**src/ed_pkg.sv**
```systemverilog
// ----------------------------------------------------------------------------
// ed_pkg
// Shared types and constants for the edit distance block.
// ----------------------------------------------------------------------------
package ed_pkg;

  localparam logic ACT_REF   = 1'b0;
  localparam logic ACT_QUERY = 1'b1;

  localparam int unsigned    DIST_W   = 7;
  localparam logic [DIST_W-1:0] DIST_MAX = 7'd127;

  typedef enum logic {
    ST_IDLE,
    ST_RUN
  } state_t;

  // Control bits of the wavefront token that moves along the cell chain.
  typedef struct packed {
    logic valid;
    logic upd;
  } tok_ctrl_t;

endpackage

```
**src/ed_cell.sv**
```systemverilog
// ----------------------------------------------------------------------------
// ed_cell
// One column of the distance table: holds one reference character and one
// table entry, updates the entry when the wavefront token passes and hands
// the token to the next cell.
// ----------------------------------------------------------------------------
module ed_cell #(
  parameter int IDX = 1,
  parameter int DW  = 7,
  parameter int CW  = 16
) (
  input  logic              clk,
  input  logic              rst,
  input  logic              clear,
  input  logic              ld_en,
  input  logic [CW-1:0]     ld_char,
  input  logic [DW-1:0]     ref_len,
  input  ed_pkg::tok_ctrl_t tin,
  input  logic [CW-1:0]     tin_ch,
  input  logic [DW-1:0]     tin_left,
  input  logic [DW-1:0]     tin_diag,
  input  logic [DW-1:0]     tin_res,
  output ed_pkg::tok_ctrl_t tout,
  output logic [CW-1:0]     tout_ch,
  output logic [DW-1:0]     tout_left,
  output logic [DW-1:0]     tout_diag,
  output logic [DW-1:0]     tout_res
);

  logic [DW-1:0] dp;
  logic [CW-1:0] rch;
  logic          active;
  logic          upd_here;
  logic          cost;
  logic [DW:0]   up1;
  logic [DW:0]   left1;
  logic [DW:0]   diag1;
  logic [DW:0]   min_ab;
  logic [DW:0]   min_abc;
  logic [DW-1:0] dp_new;

  assign active   = DW'(IDX) <= ref_len;
  assign upd_here = tin.valid && tin.upd && active;
  assign cost     = rch != tin_ch;
  assign up1      = {1'b0, dp} + 1'b1;
  assign left1    = {1'b0, tin_left} + 1'b1;
  assign diag1    = {1'b0, tin_diag} + {{DW{1'b0}}, cost};
  assign min_ab   = (up1 < left1) ? up1 : left1;
  assign min_abc  = (min_ab < diag1) ? min_ab : diag1;
  assign dp_new   = upd_here ? min_abc[DW-1:0] : dp;

  always_ff @(posedge clk) begin
    if (rst || clear) begin
      dp <= DW'(IDX);
    end else if (upd_here) begin
      dp <= dp_new;
    end
  end

  always_ff @(posedge clk) begin
    if (ld_en && (ref_len == DW'(IDX - 1))) begin
      rch <= ld_char;
    end
  end

  always_ff @(posedge clk) begin
    if (rst) begin
      tout.valid <= 1'b0;
      tout.upd   <= 1'b0;
    end else begin
      tout <= tin;
    end
  end

  always_ff @(posedge clk) begin
    tout_ch   <= tin_ch;
    tout_left <= dp_new;
    tout_diag <= dp;
    tout_res  <= (ref_len == DW'(IDX)) ? dp_new : tin_res;
  end

endmodule

```
**config.mk**
```make
export PLATFORM = sky130hd
export DESIGN_NAME = ed_cell
export DESIGN_NICKNAME = d
export VERILOG_FILES = /design/src/ed_pkg.sv /design/src/ed_cell.sv
export SDC_FILE = /design/constraint.sdc
export NUM_CORES = 1
export LEC_CHECK = 0
export ABC_AREA = 1
export BUFFER_PORTS_ARGS = -buffer_cell sky130_fd_sc_hd__buf_2
export CORE_ASPECT_RATIO = 1.5
export CORE_MARGIN = 5
export CORE_UTILIZATION = 44
export DETAILED_ROUTE_END_ITERATION = 10
export GPL_TIMING_DRIVEN = 0
export PLACE_DENSITY = 0.75
export SLEW_MARGIN = 10
export SYNTH_ARGS = -nofsm -noshare
export SYNTH_HDL_FRONTEND = slang
export SYNTH_SLANG_ARGS = --single-unit
```
**constraint.sdc**
```tcl
create_clock -name clk -period 3.33 [get_ports clk]
set_input_delay 0.333 -clock clk [delete_from_list [all_inputs] [get_ports clk]]
set_output_delay 0.333 -clock clk [all_outputs]
set_load 0.05 [all_outputs]
```
=== Word-level counts from Yosys, hierarchy flattened ===
Cells that the tools add are included.

* Input bits: 66
* Register bits: 62

* Add/sub/neg operators: 3
* Eq/ne operators: 2
* Reduce and logical (&&, ||, !) cells: 5
* $lt $le $gt $ge: 3
* Mux-type cells: 4

{| class="wikitable"
|+ Operators with widths
! cell !! number
|-
| 7-bit two-way mux || 3
|-
| 7-bit by 1-bit adder with 8-bit output (second input constant) || 2
|-
| 8-bit less-than comparator || 2
|-
| 16-bit != test || 1
|-
| 7-bit by 1-bit adder with 8-bit output || 1
|-
| 8-bit two-way mux || 1
|-
| 7-bit by 1-bit == test with 1-bit output (second input constant) || 1
|-
| 1-bit by 7-bit <= comparator with 1-bit output (first input constant) || 1
|-
| 7-bit logical NOT || 1
|-
| 1-bit logical AND || 3
|-
| 1-bit logical OR || 1
|}

=== Depth between registers and ports, before layout ===
Gate-level depths: netlist (run 1).

* Depth in word-level cells: 7
* Gate-level depth with buffers: 27
* Gate-level depth less buffers: 27

=== Worst setup path after synthesis (run 1) ===
OpenSTA, ideal clock, no wires.

* Kind: register to register
* From: reg dp[0]
* To: reg tout_res[0]
* Slack: -0.291 ns
* Library setup time: 0.058 ns
* Required time: 3.272 ns
* Arrival: 3.563 ns
* Cell stages (with the launch flop): 22
* Path through: dfxtp_1 > ha_1 > nand3_1 > nor3b_1 > xor2_1 > ha_1 > nand2_1 > a21oi_2 > nand2_2 > nand2_4 > inv_2 > o21ai_0 > ha_1 > a21oi_1 > nor2_1 > a211oi_1 > nand2_4 > nand2_2 > nand3_1 > nand2_2 > nand2_1 > nand2_1

* Longest elaborated chain between the ends: 7

{| class="wikitable"
|+ RTL lines
! element !! RTL line !! text
|-
| start: declaration || ed_cell.sv:30 || <nowiki>logic [DW-1:0] dp;</nowiki>
|-
| start signal: assignment || ed_cell.sv:54 || <nowiki>dp <= DW'(IDX);</nowiki>
|-
| start signal: assignment || ed_cell.sv:56 || <nowiki>dp <= dp_new;</nowiki>
|-
| 7-bit by 1-bit adder with 8-bit output || ed_cell.sv:45 || <nowiki>assign up1 = {1'b0, dp} + 1'b1;</nowiki>
|-
| 8-bit less-than comparator || ed_cell.sv:48 || <nowiki>assign min_ab = (up1 < left1) ? up1 : left1;</nowiki>
|-
| 8-bit two-way mux || ed_cell.sv:48 ||
|-
| 8-bit less-than comparator || ed_cell.sv:49 || <nowiki>assign min_abc = (min_ab < diag1) ? min_ab : diag1;</nowiki>
|-
| 7-bit two-way mux || ed_cell.sv:49 ||
|-
| 7-bit two-way mux * || ed_cell.sv:50 || <nowiki>assign dp_new = upd_here ? min_abc[DW-1:0] : dp;</nowiki>
|-
| via dp_new[0] || ed_cell.sv:40 || <nowiki>logic [DW-1:0] dp_new;</nowiki>
|-
| 7-bit two-way mux * || ed_cell.sv:79 || <nowiki>tout_res <= (ref_len == DW'(IDX)) ? dp_new : tin_res;</nowiki>
|-
| end signal: assignment || ed_cell.sv:79 ||
|-
| end: declaration || ed_cell.sv:27 || <nowiki>output logic [DW-1:0] tout_res</nowiki>
|}

The timed path passes the listed nets; every way through them passes the cells marked *.
A chain may end at the register's enable or synchronous reset.

=== Worst setup path in the final report (run 1) ===
* From: reg rch[8]
* To: reg tout_res[4]

* Longest elaborated chain between the ends: 6

{| class="wikitable"
|+ RTL lines
! element !! RTL line !! text
|-
| start: declaration || ed_cell.sv:31 || <nowiki>logic [CW-1:0] rch;</nowiki>
|-
| start signal: assignment || ed_cell.sv:62 || <nowiki>rch <= ld_char;</nowiki>
|-
| 16-bit != test * || ed_cell.sv:44 || <nowiki>assign cost = rch != tin_ch;</nowiki>
|-
| 7-bit by 1-bit adder with 8-bit output * || ed_cell.sv:47 || <nowiki>assign diag1 = {1'b0, tin_diag} + {{DW{1'b0}}, cost};</nowiki>
|-
| 8-bit less-than comparator || ed_cell.sv:49 ||
|-
| 7-bit two-way mux * || ed_cell.sv:49 ||
|-
| 7-bit two-way mux * || ed_cell.sv:50 ||
|-
| via dp_new[4] || ed_cell.sv:40 ||
|-
| 7-bit two-way mux * || ed_cell.sv:79 ||
|}

Marked as above.

==> results of run 1 <==
state kept, by name (all words and copies together) (netlist names):
| register | flops |
|---|---|
| tout_res | 7 |
| tout_ch | 16 |
| dp | 7 |
| tout | 2 |
| tout_diag | 7 |
| rch | 16 |
| tout_left | 7 |
worst max-delay path: stages (launching register included):
cell and delay [ps]:
edfxtp_1 380, xor2_1 150, nor2_1 110, nand4_1 90, or4_4 580, ha_4 200
nand3_2 70, nand3b_1 190, xor2_2 280, ha_4 260, a21oi_4 140, nor2_4 50
a211oi_4 160, buf_6 160, buf_6 120, nand3_1 90, nand3_2 100, nand2_2 70
nand2_1 60, nand2_1 50
metal layers:
layer  up-vias  routed length [µm]
met5         -                   0
met4         0                 171
met1      1131                2420
met2        79                4180
met3        12                 557
li1       1234                   -
cells by family (layout without fill, tap and decap cells):
logic type / count (synthesis) / in the layout / share of synthesized area, %
adder cells (fa/ha/maj): 17 / 17 / 7.65
XOR/XNOR: 27 / 27 / 8.51
buffers and inverters: 31 / 173 / 4.19
AO/OA/AOI/OAI: 20 / 20 / 4.64
AND/OR/NAND/NOR: 137 / 137 / 24.6
flip-flops: 62 / 62 / 50.4
layout make-up:
cell class,count,area [µm²]
Timing Repair inverter,1,3.75
Clock inverter,4,21.3
Inverter,31,121
Tap cell,74,92.6
Timing Repair Buffer,125,697
Multi-Input combinational cell,201,1540
Sequential cell,62,1410
Clock buffer,12,156
Fill cell,508,2080
power by group through the flow:
stage	combinational, W	clock, W	sequential, W
finish	0.000315	0.000580	0.000802
floorplan	0.0000922	0	0.000899
global placement	0.000256	0	0.000820
detailed placement	0.000263	0	0.000821
CTS	0.000291	0.000596	0.000803
global route	0.000339	0.000641	0.000804
layout by cell type, fill, tap and decap left out, drive strengths merged, types with 2 or more instances in the layout:
master / netlist / layout
xnor2: 15 / 15
clkinv: 0 / 4
ha: 17 / 17
a21boi: 6 / 6
a21oi: 5 / 5
nand4: 4 / 4
buf: 0 / 125
edfxtp: 16 / 16
nand3b: 4 / 4
nand3: 25 / 25
dfxtp: 46 / 46
nor3b: 2 / 2
clkbuf: 0 / 12
nand2: 82 / 82
nor2: 14 / 14
inv: 31 / 32
or2: 2 / 2
o21ai: 7 / 7
xor2: 12 / 12
path summary, 6_finish.rpt:
path | start | to | slack [ps] | depth (start not counted)
worst min register to register | dp[1]$_SDFFE_PP0P_ | tout_diag[1]$_DFF_P_ | 400 | 0
worst max-delay path | rch[8]$_DFFE_PP_ | tout_res[4]$_DFF_P_ | -70 | 19
worst max register to register | rch[8]$_DFFE_PP_ | tout_res[4]$_DFF_P_ | -70 | 19
worst min-delay path | tin_ch[12] | tout_ch[12]$_DFF_P_ | 120 | 1
repair_timing:
action / in CTS / in global routing
hold endpoints to repair: 0 / 0
gates resized for setup: 39 / 34
gates cloned: 1 / 0
pin swaps: 22 / 21
setup buffers: 17 / 5
endpoints found under the setup margin: 21 / 21
metrics by stage:
stage | worst slack (ps) | setup TNS, ps
floorplan | 96.2 | 0
global placement | -388 | -6290
detailed placement | -470 | -7780
CTS | -26.4 | -113
global route | -225 | -3020
finish | -73.3 | -285
==> impl_results.md, run 1 <==
* Ranking of synthesized cells by area: dfxtp_1 33%, edfxtp_1 17%, nand2_1 8.6%
* Final worst-path cycle share at 102%
* Int Pwr at 0.00122 W
* Fin util at 66.0%
* Antenna violations before repair at 0
* Violated checks: setup timing
* Seq/Total Area, Yosys at 50.4%
* Max-slew violations at 0
* Row cnt at 35
* PwrDens at 419 nW/µm²
* CP max FO at 4
* Power Total at 0.00170 W
* Async SR Flop Fraction at 0%
* Die height at 107 µm
* Switching share of total power at 28.1%
* Drt via density at 4.82
* GR peak layer: met2
* Syn_area_per_cell at 9.45 µm²
* Total die area at 8040 µm²
* Type of origin of the critical path: register
* Final wirelength at 7.33 mm
* Placed cells at 473
* Hold crit path type: primary input to register
* Clock group share of total power at 34.2%
* Met3 usage at 4.58%
* Achievable Freq at 294 MHz
* Setup ws final at -73.3 ps
* H-tree levels at 3
* Post-route clock skew at 9.19 ps
* Critical Path AT at 3630 ps
* Clock slew at reported path FFs at 70 ps
* Status: complete, but fails checks
* # clock sinks at 62
* DRT Pass-1 Iters at 4
* Initial core utilization at 45.3%
* Count leader, synth: nand2_1
* #FFs+latches synth at 62
* GRT Resource Usage Total at 17.8%
* Unrepaired setup endpoints after global routing: true
* Nets at 514
* Most used DFF post-synth: dfxtp_1
* Mapped Cells at 294
* Critical path endpoint category: register
* Met1 usage at 16.6%
* CP required at 3560 ps
* Reg power frac at 47.3%
* VDD IR-drop max at 0.000216 V
* Switching power at 0.000476 W
* Synth area leader: dfxtp_1
* Max clock buf depth at 2
* Critical path class: register to register
* Clock tree from TritonCTS: yes
* Part of the power in combinational logic at 18.6%
* Post-synthesis cell type count at 31
* Fin crit period at 3400 ps
* Vias at 2456
* Core Area at 6130 µm²
* Max-slew headroom at 51.8%
* Pin count of the biggest net entering global routing at 13
* Cts bufs inserted at 9
* Leak at 1.97 nW
* GR met2 Demand/Resource at 34.6%
* Fraction of layout cells with a size suffix above 1 at 50.0%
* Avg WL per Cell at 14.4 µm
* Least-Margin Pin Slew at 719 ps
* Area post-placement at 3420 µm²
* # IOs at 105
* Synth warn at 0
* CTS Hold Bufs at 0
* Max_cap viols at 0
* Hold slack at 119 ps
* Worst-skew pair later-pin latency at 330 ps
* Vias in the first global route at 2563
* Number of antenna diodes at 0
* First-pass GRT wire length at 10.9 mm
* Post-Synthesis Net Count at 377
* DRT antenna net count at 0
* CTS root buf: clkbuf_8
* DR DRC count at 0
* Area grow syn2layout at 45.7%
* Chip width at 74.9 µm
* Top post-synthesis cells by count: 64 x nand2_1, 46 x dfxtp_1, 29 x inv_1, 22 x nand3_1, 17 x ha_1
* Final Hold Vio Count at 0
* Initial DRC count at 63
* Post-synth EDFFs at 16
* Share of the synthesized area in the top cell type at 33.1%
* Post-Layout Cell Count at 510
* Grt ovf at 0
* IO buf count at 104
* Post-DP HPWL at 5.44 mm
* Post-route cell area at 4050 µm²
* Gpl congestion at 0.790
* Synthesized area at 2780 µm²
* Setup Viol. Count Final at 7
No activity file was read; power rests on OpenSTA's default activity.
==> run 2: changes to the inputs <==
--- a/config.mk
+++ b/config.mk
@@ -9,10 +9,11 @@
 export BUFFER_PORTS_ARGS = -buffer_cell sky130_fd_sc_hd__buf_2
 export CORE_ASPECT_RATIO = 1.5
 export CORE_MARGIN = 5
-export CORE_UTILIZATION = 44
+export CORE_UTILIZATION = 46
+export CTS_BUF_LIST = sky130_fd_sc_hd__clkbuf_8
 export DETAILED_ROUTE_END_ITERATION = 10
 export GPL_TIMING_DRIVEN = 0
-export PLACE_DENSITY = 0.75
+export PLACE_DENSITY = 0.78
 export SLEW_MARGIN = 10
 export SYNTH_ARGS = -nofsm -noshare
 export SYNTH_HDL_FRONTEND = slang
==> impl_results.md, run 2 (same netlist as run 1, synthesis figures left out) <==
* Post-Layout Cell Count at 500 (-2.0%)
* Gpl congestion at 0.865 (+9.5%)
* Fraction of layout cells with a size suffix above 1 at 44.9% (-5.1 points)
* Post-route clock skew at 10.1 ps (+0.861 ps)
* # IOs at 105 (unchanged)
* CP max FO at 8 (+4)
* CTS Hold Bufs at 0 (unchanged)
* Initial DRC count at 98 (+56%)
* Max-slew headroom at 17.1% (-35 points)
* Setup Viol. Count Final at 10 (+3)
* Pin count of the biggest net entering global routing at 13 (unchanged)
* Nets at 506 (-1.6%)
* Most common cell after layout, fill and taps aside: buf_2
* IO buf count at 104 (unchanged)
* Critical path endpoint category: register
* Post-DP HPWL at 5.38 mm (-0.99%)
* Setup ws final at -95.0 ps (-21.6 ps)
* Unrepaired setup endpoints after global routing: true
* Avg WL per Cell at 14.1 µm (-1.6%)
* Final wirelength at 7.07 mm (-3.5%)
* # clock sinks at 62 (unchanged)
* Die height at 105 µm (-2.0%)
* Final Hold Vio Count at 0 (unchanged)
* DR DRC count at 0 (unchanged)
* Row cnt at 34 (-2.9%)
* Clock tree from TritonCTS: yes
* Met1 usage at 17.8% (+1.3 points)
* Clock slew at reported path FFs at 70 ps (about the same)
* Vias at 2417 (-1.6%)
* Chip width at 73.5 µm (-1.9%)
* DRT Pass-1 Iters at 5 (+1)
* GR peak layer: met2
* Met3 usage at 4.32% (-0.26 points)
* Number of antenna diodes at 0 (unchanged)
* First-pass GRT wire length at 11.0 mm (+1.1%)
* Violated checks: setup timing
* Power Total at 0.00173 W (+1.9%)
* Max-slew violations at 0 (unchanged)
* Status: complete, but fails checks
* Area grow syn2layout at 38.8%
* Max clock buf depth at 2 (unchanged)
* Top Registers: rch x16, tout_ch x16
* Antenna violations before repair at 0 (unchanged)
* GR met2 Demand/Resource at 34.3% (-0.34 points)
* Final worst-path cycle share at 103% (+0.65 points)
* Fin crit period at 3420 ps (+21.6 ps)
* GRT Resource Usage Total at 18.5% (+0.66 points)
* CP required at 3600 ps (+40 ps)
* Critical path class: register to register
* Drt via density at 4.83 (+0.38%)
* Max_cap viols at 0 (unchanged)
* H-tree levels at 3 (unchanged)
* Cts bufs inserted at 9 (unchanged)
* PwrDens at 448 nW/µm² (+7.0%)
* Leak at 1.90 nW (-3.2%)
* Total die area at 7730 µm² (-3.9%)
* Pre-CTS WS at -532 ps (-61.9 ps)
* VDD IR-drop max at 0.000188 V (-13%)
* DRT antenna net count at 0 (unchanged)
* Most frequent cells in the layout: 104 x buf_2, 58 x nand2_1, 43 x dfxtp_1, 31 x inv_1, 20 x nand2_2
* Hold crit path type: primary input to register
* Placed cells at 471 (-0.42%)
* Critical Path AT at 3690 ps (+60 ps)
* Initial core utilization at 47.7% (+2.4 points)
* Least-Margin Pin Slew at 1230 ps (+515 ps)
* Worst-skew pair later-pin latency at 320 ps (about the same)
* Grt ovf at 0 (unchanged)
* Type of origin of the critical path: register
* CTS root buf: clkbuf_8
* Achievable Freq at 292 MHz (-0.63%)
* Core Area at 5830 µm² (-4.9%)
* Vias in the first global route at 2479 (-3.3%)
==> run 2: metrics by stage <==
stage	util, %	hold slack (ps)	cell area, µm²	setup TNS, ps
2_1_floorplan	-	361	2790	0
3_3_place_gp	58.4	397	3400	-6940
3_5_place_dp	58.6	399	3410	-8660
4_1_cts	65.7	109	3830	-679
5_1_grt	66.2	120	3860	-4380
6_report	66.2	122	3860	-488
==> run 2: path summary, 6_finish.rpt <==
path | from | end | slack (ps) | cells after the start
max | dp[2]$_SDFFE_PP0P_ | tout_res[6]$_DFF_P_ | -90 | 24
min | tin_ch[12] | tout_ch[12]$_DFF_P_ | 120 | 1
max reg2reg | dp[2]$_SDFFE_PP0P_ | tout_res[6]$_DFF_P_ | -90 | 24
min reg2reg | dp[1]$_SDFFE_PP0P_ | tout_diag[1]$_DFF_P_ | 400 | 0
==> run 2: area by class of cell <==
type | instances | area, µm²
clock buffers | 11 | 151
inverters | 31 | 121
flip-flops and latches | 62 | 1410
fillers | 463 | 1970
multi-input cells | 201 | 1410
clock inverters | 5 | 50.0
repair buffers | 118 | 626
well taps | 72 | 90.1
==> run 2: layer usage <==
metal / routed length (µm) / up-vias
li1: - / 1213
met1: 2440 / 1096
met2: 3810 / 91
met3: 574 / 17
met4: 245 / 0
met5: 0 / -
==> run 2: power by group <==
group          internal, W  switching [W]
Clock             0.000380       0.000259
Sequential        0.000796     0.00000743
Combinational     0.000102       0.000186
Total              0.00128       0.000452
==> run 2: timing repair <==
item,4_1_cts,5_1_grt
setup endpoints to repair,21,21
setup buffers,13,0
gates resized for setup,31,9
pin swaps,18,13
==> run 2: worst max-delay path: stages, from the launching register on <==
cell,delay (ps)
dfxtp_2,390
nand2_2,100
nor2_1,120
xor2_1,230
ha_1,280
a21oi_1,150
nand2_1,80
nand2_1,70
nand3_2,80
nand2_2,90
nand2_4,100
o21ai_0,310
inv_1,90
ha_1,300
nand2_1,60
nand2_1,40
nand2_1,70
nand2_2,80
nand2_4,130
nand2_4,110
nand2_2,100
nand3_2,110
nand2_2,150
nand2_1,60
nand2_1,70
==> run 3: changes to the inputs <==
--- a/config.mk
+++ b/config.mk
@@ -6,14 +6,13 @@
 export NUM_CORES = 1
 export LEC_CHECK = 0
 export ABC_AREA = 1
-export BUFFER_PORTS_ARGS = -buffer_cell sky130_fd_sc_hd__buf_2
 export CORE_ASPECT_RATIO = 1.5
-export CORE_MARGIN = 5
-export CORE_UTILIZATION = 46
+export CORE_UTILIZATION = 55
 export CTS_BUF_LIST = sky130_fd_sc_hd__clkbuf_8
 export DETAILED_ROUTE_END_ITERATION = 10
+export DONT_BUFFER_PORTS = 1
 export GPL_TIMING_DRIVEN = 0
-export PLACE_DENSITY = 0.78
+export PLACE_DENSITY = 0.72
 export SLEW_MARGIN = 10
 export SYNTH_ARGS = -nofsm -noshare
 export SYNTH_HDL_FRONTEND = slang
==> impl_results.md, run 3 (same netlist as run 1, synthesis figures left out) <==
* Status: complete, but fails checks
* Violated checks: setup timing
* Final wirelength at 6.38 mm (-9.8%)
* Post-Layout Cell Count at 405 (-19%)
* Fin crit period at 3390 ps (-33.2 ps)
* Setup ws final at -61.8 ps (+33.2 ps)
* Critical path endpoint category: register
* Die height at 89.1 µm (-15%)
* Cell family with most CP delay: simple AND/OR/NAND/NOR gates
* CP Buf/Inv Count at 4 (+3)
* CP max FO at 5 (-3)
* Post-route clock skew at 11.4 ps (+1.38 ps)
* Antenna violations before repair at 0 (unchanged)
* # clock sinks at 62 (unchanged)
* Critical Path AT at 3660 ps (-30 ps)
* CTS root buf: clkbuf_8
* Type of origin of the critical path: register
* Chip width at 60.0 µm (-18%)
* Setup Viol. Count Final at 8 (-2)
* Fraction of layout cells with a size suffix above 1 at 36.6% (-8.3 points)
* Vias at 2133 (-12%)
* Area post-placement at 2890 µm² (-15%)
* Gpl congestion at 0.811 (-6.2%)
* Max clock buf depth at 2 (unchanged)
* Pre-CTS WS at -622 ps (-90.2 ps)
* Grt ovf at 0 (unchanged)
* # fillers at 324 (-30%)
* Final Hold Vio Count at 0 (unchanged)
* Hold crit path type: primary input to register
* Max_cap viols at 0 (unchanged)
* PwrDens at 445 nW/µm² (-0.71%)
* Final worst-path cycle share at 102% (-1.0 points)
* Max-slew headroom at 12.3% (-4.7 points)
* Pin count of the biggest net entering global routing at 13 (unchanged)
* Row cnt at 31 (-8.8%)
* Number of antenna diodes at 0 (unchanged)
* Least-Margin Pin Slew at 1300 ps (+70.6 ps)
* Crit path largest cell delay at 380 ps (about the same)
* Leak at 1.56 nW (-18%)
* Top Registers: rch x16, tout_ch x16
* Placed cells at 361 (-23%)
* Worst-path cell chain: ha_4 > nand3_2 > nor3b_2 > xor2_1 > buf_4 > ha_1 > nand2_1 > a21oi_2 > nand2_4 > nand2_8 > inv_6 > or2_1 > o21ai_2 > ha_2 > a21oi_4 > nor2_4 > a211oi_4 > buf_6 > buf_4 > nand3_1 > nand3_2 > nand2_2 > nand2_2 > nand2_1
* Clock tree from TritonCTS: yes
* Initial core utilization at 57.3% (+9.6 points)
* Post-route cell area at 3660 µm² (-5.0%)
* Drt via density at 5.27 (+9.0%)
* Max-slew violations at 0 (unchanged)
* Core Area at 4850 µm² (-17%)
* Avg WL per Cell at 15.7 µm (+11%)
* H-tree levels at 3 (unchanged)
* First-pass GRT wire length at 8.76 mm (-21%)
* IO buf count at 0 (-100%)
* Achievable Freq at 295 MHz (+0.98%)
* Nets at 417 (-18%)
* DRT antenna net count at 0 (unchanged)
* Most frequent cells in the layout: 55 x nand2_1, 42 x dfxtp_1, 28 x inv_1, 21 x nand2_2, 20 x buf_4
* GRT Resource Usage Total at 22.9% (+4.5 points)
* Post-DP HPWL at 4.34 mm (-19%)
* Setup TNS at -303 ps (+184 ps)
* Unrepaired setup endpoints after global routing: true
* CP required at 3600 ps (about the same)
* Vias in the first global route at 2031 (-18%)
* # IOs at 105 (unchanged)
* Clock slew at reported path FFs at 80 ps (about the same)
* Initial DRC count at 50 (-49%)
* Worst-skew pair later-pin latency at 330 ps (about the same)
* Slowest cell on crit path: dfxtp_4
* Critical path class: register to register
* Most common cell after layout, fill and taps aside: nand2_1
* Cts bufs inserted at 9 (unchanged)
* DRT Pass-1 Iters at 4 (-1)
* DR DRC count at 0 (unchanged)
* Total die area at 5350 µm² (-31%)
* VDD IR-drop max at 0.000290 V (+54%)
* Area grow syn2layout at 31.8%
-- run 3: cell count changes in the layout (fill, tap and decap cells not counted), sizes merged --
cell         delta
buf            -93
clkinv          +3
dlygate4sd3     +3
clkbuf          -2
bufinv          -1
inv             +1
-- run 3: worst paths after layout --
kind / cells past startpoint / start / slack [ps] / end
worst max-delay path: 24 / dp[1]$_SDFFE_PP0P_ / -60 / tout_res[6]$_DFF_P_
worst min-delay path: 0 / tin_ch[12] / 30 / tout_ch[12]$_DFF_P_
worst max register to register: 24 / dp[1]$_SDFFE_PP0P_ / -60 / tout_res[6]$_DFF_P_
worst min register to register: 0 / dp[2]$_SDFFE_PP0P_ / 410 / tout_diag[2]$_DFF_P_
-- run 3: cell type report --
cell class	instances	area, µm²	area share (%)
Clock buffer	9	124	3.38
Sequential cell	62	1410	38.6
Inverter	31	121	3.31
Tap cell	66	82.6	2.25
Timing Repair Buffer	28	236	6.45
Timing Repair inverter	1	6.26	0.171
Multi-Input combinational cell	201	1630	44.5
Clock inverter	7	48.8	1.33
-- run 3: per-layer routing --
layer,part of all wire [%],vias to the layer above,track usage (%),wire length (µm)
met3,6.5,12,7.09,414
li1,-,1038,-,-
met5,0,-,0,0
met1,34,996,21.8,2140
met2,57,87,43.8,3670
met4,2.5,0,9.73,159
-- run 3: metrics by stage --
step	utilization (%)	hold slack (ps)	power [W]
after floorplan	-	361	0.000992
after global placement	59.3	361	0.00101
after detailed placement	59.5	361	0.00102
after CTS	68.7	1.14	0.00161
after global routing	75.6	7.15	0.00170
final	75.6	27.5	0.00163
-- run 3: power breakdown --
| group | internal (W) | switching [W] | total [W] |
|---|---|---|---|
| combinational | 0.0000837 | 0.0000920 | 0.000176 |
| clock | 0.000272 | 0.000300 | 0.000572 |
| sequential | 0.000795 | 0.0000893 | 0.000884 |
-- run 3: what timing repair did --
item / CTS / global route
cloned: 0 / 1
endpoints found under the setup margin: 21 / 21
setup buffers: 20 / 6
endpoints found under the hold margin: 0 / 3
pin swaps: 26 / 49
gates resized for setup: 30 / 56
hold buffers: 0 / 3
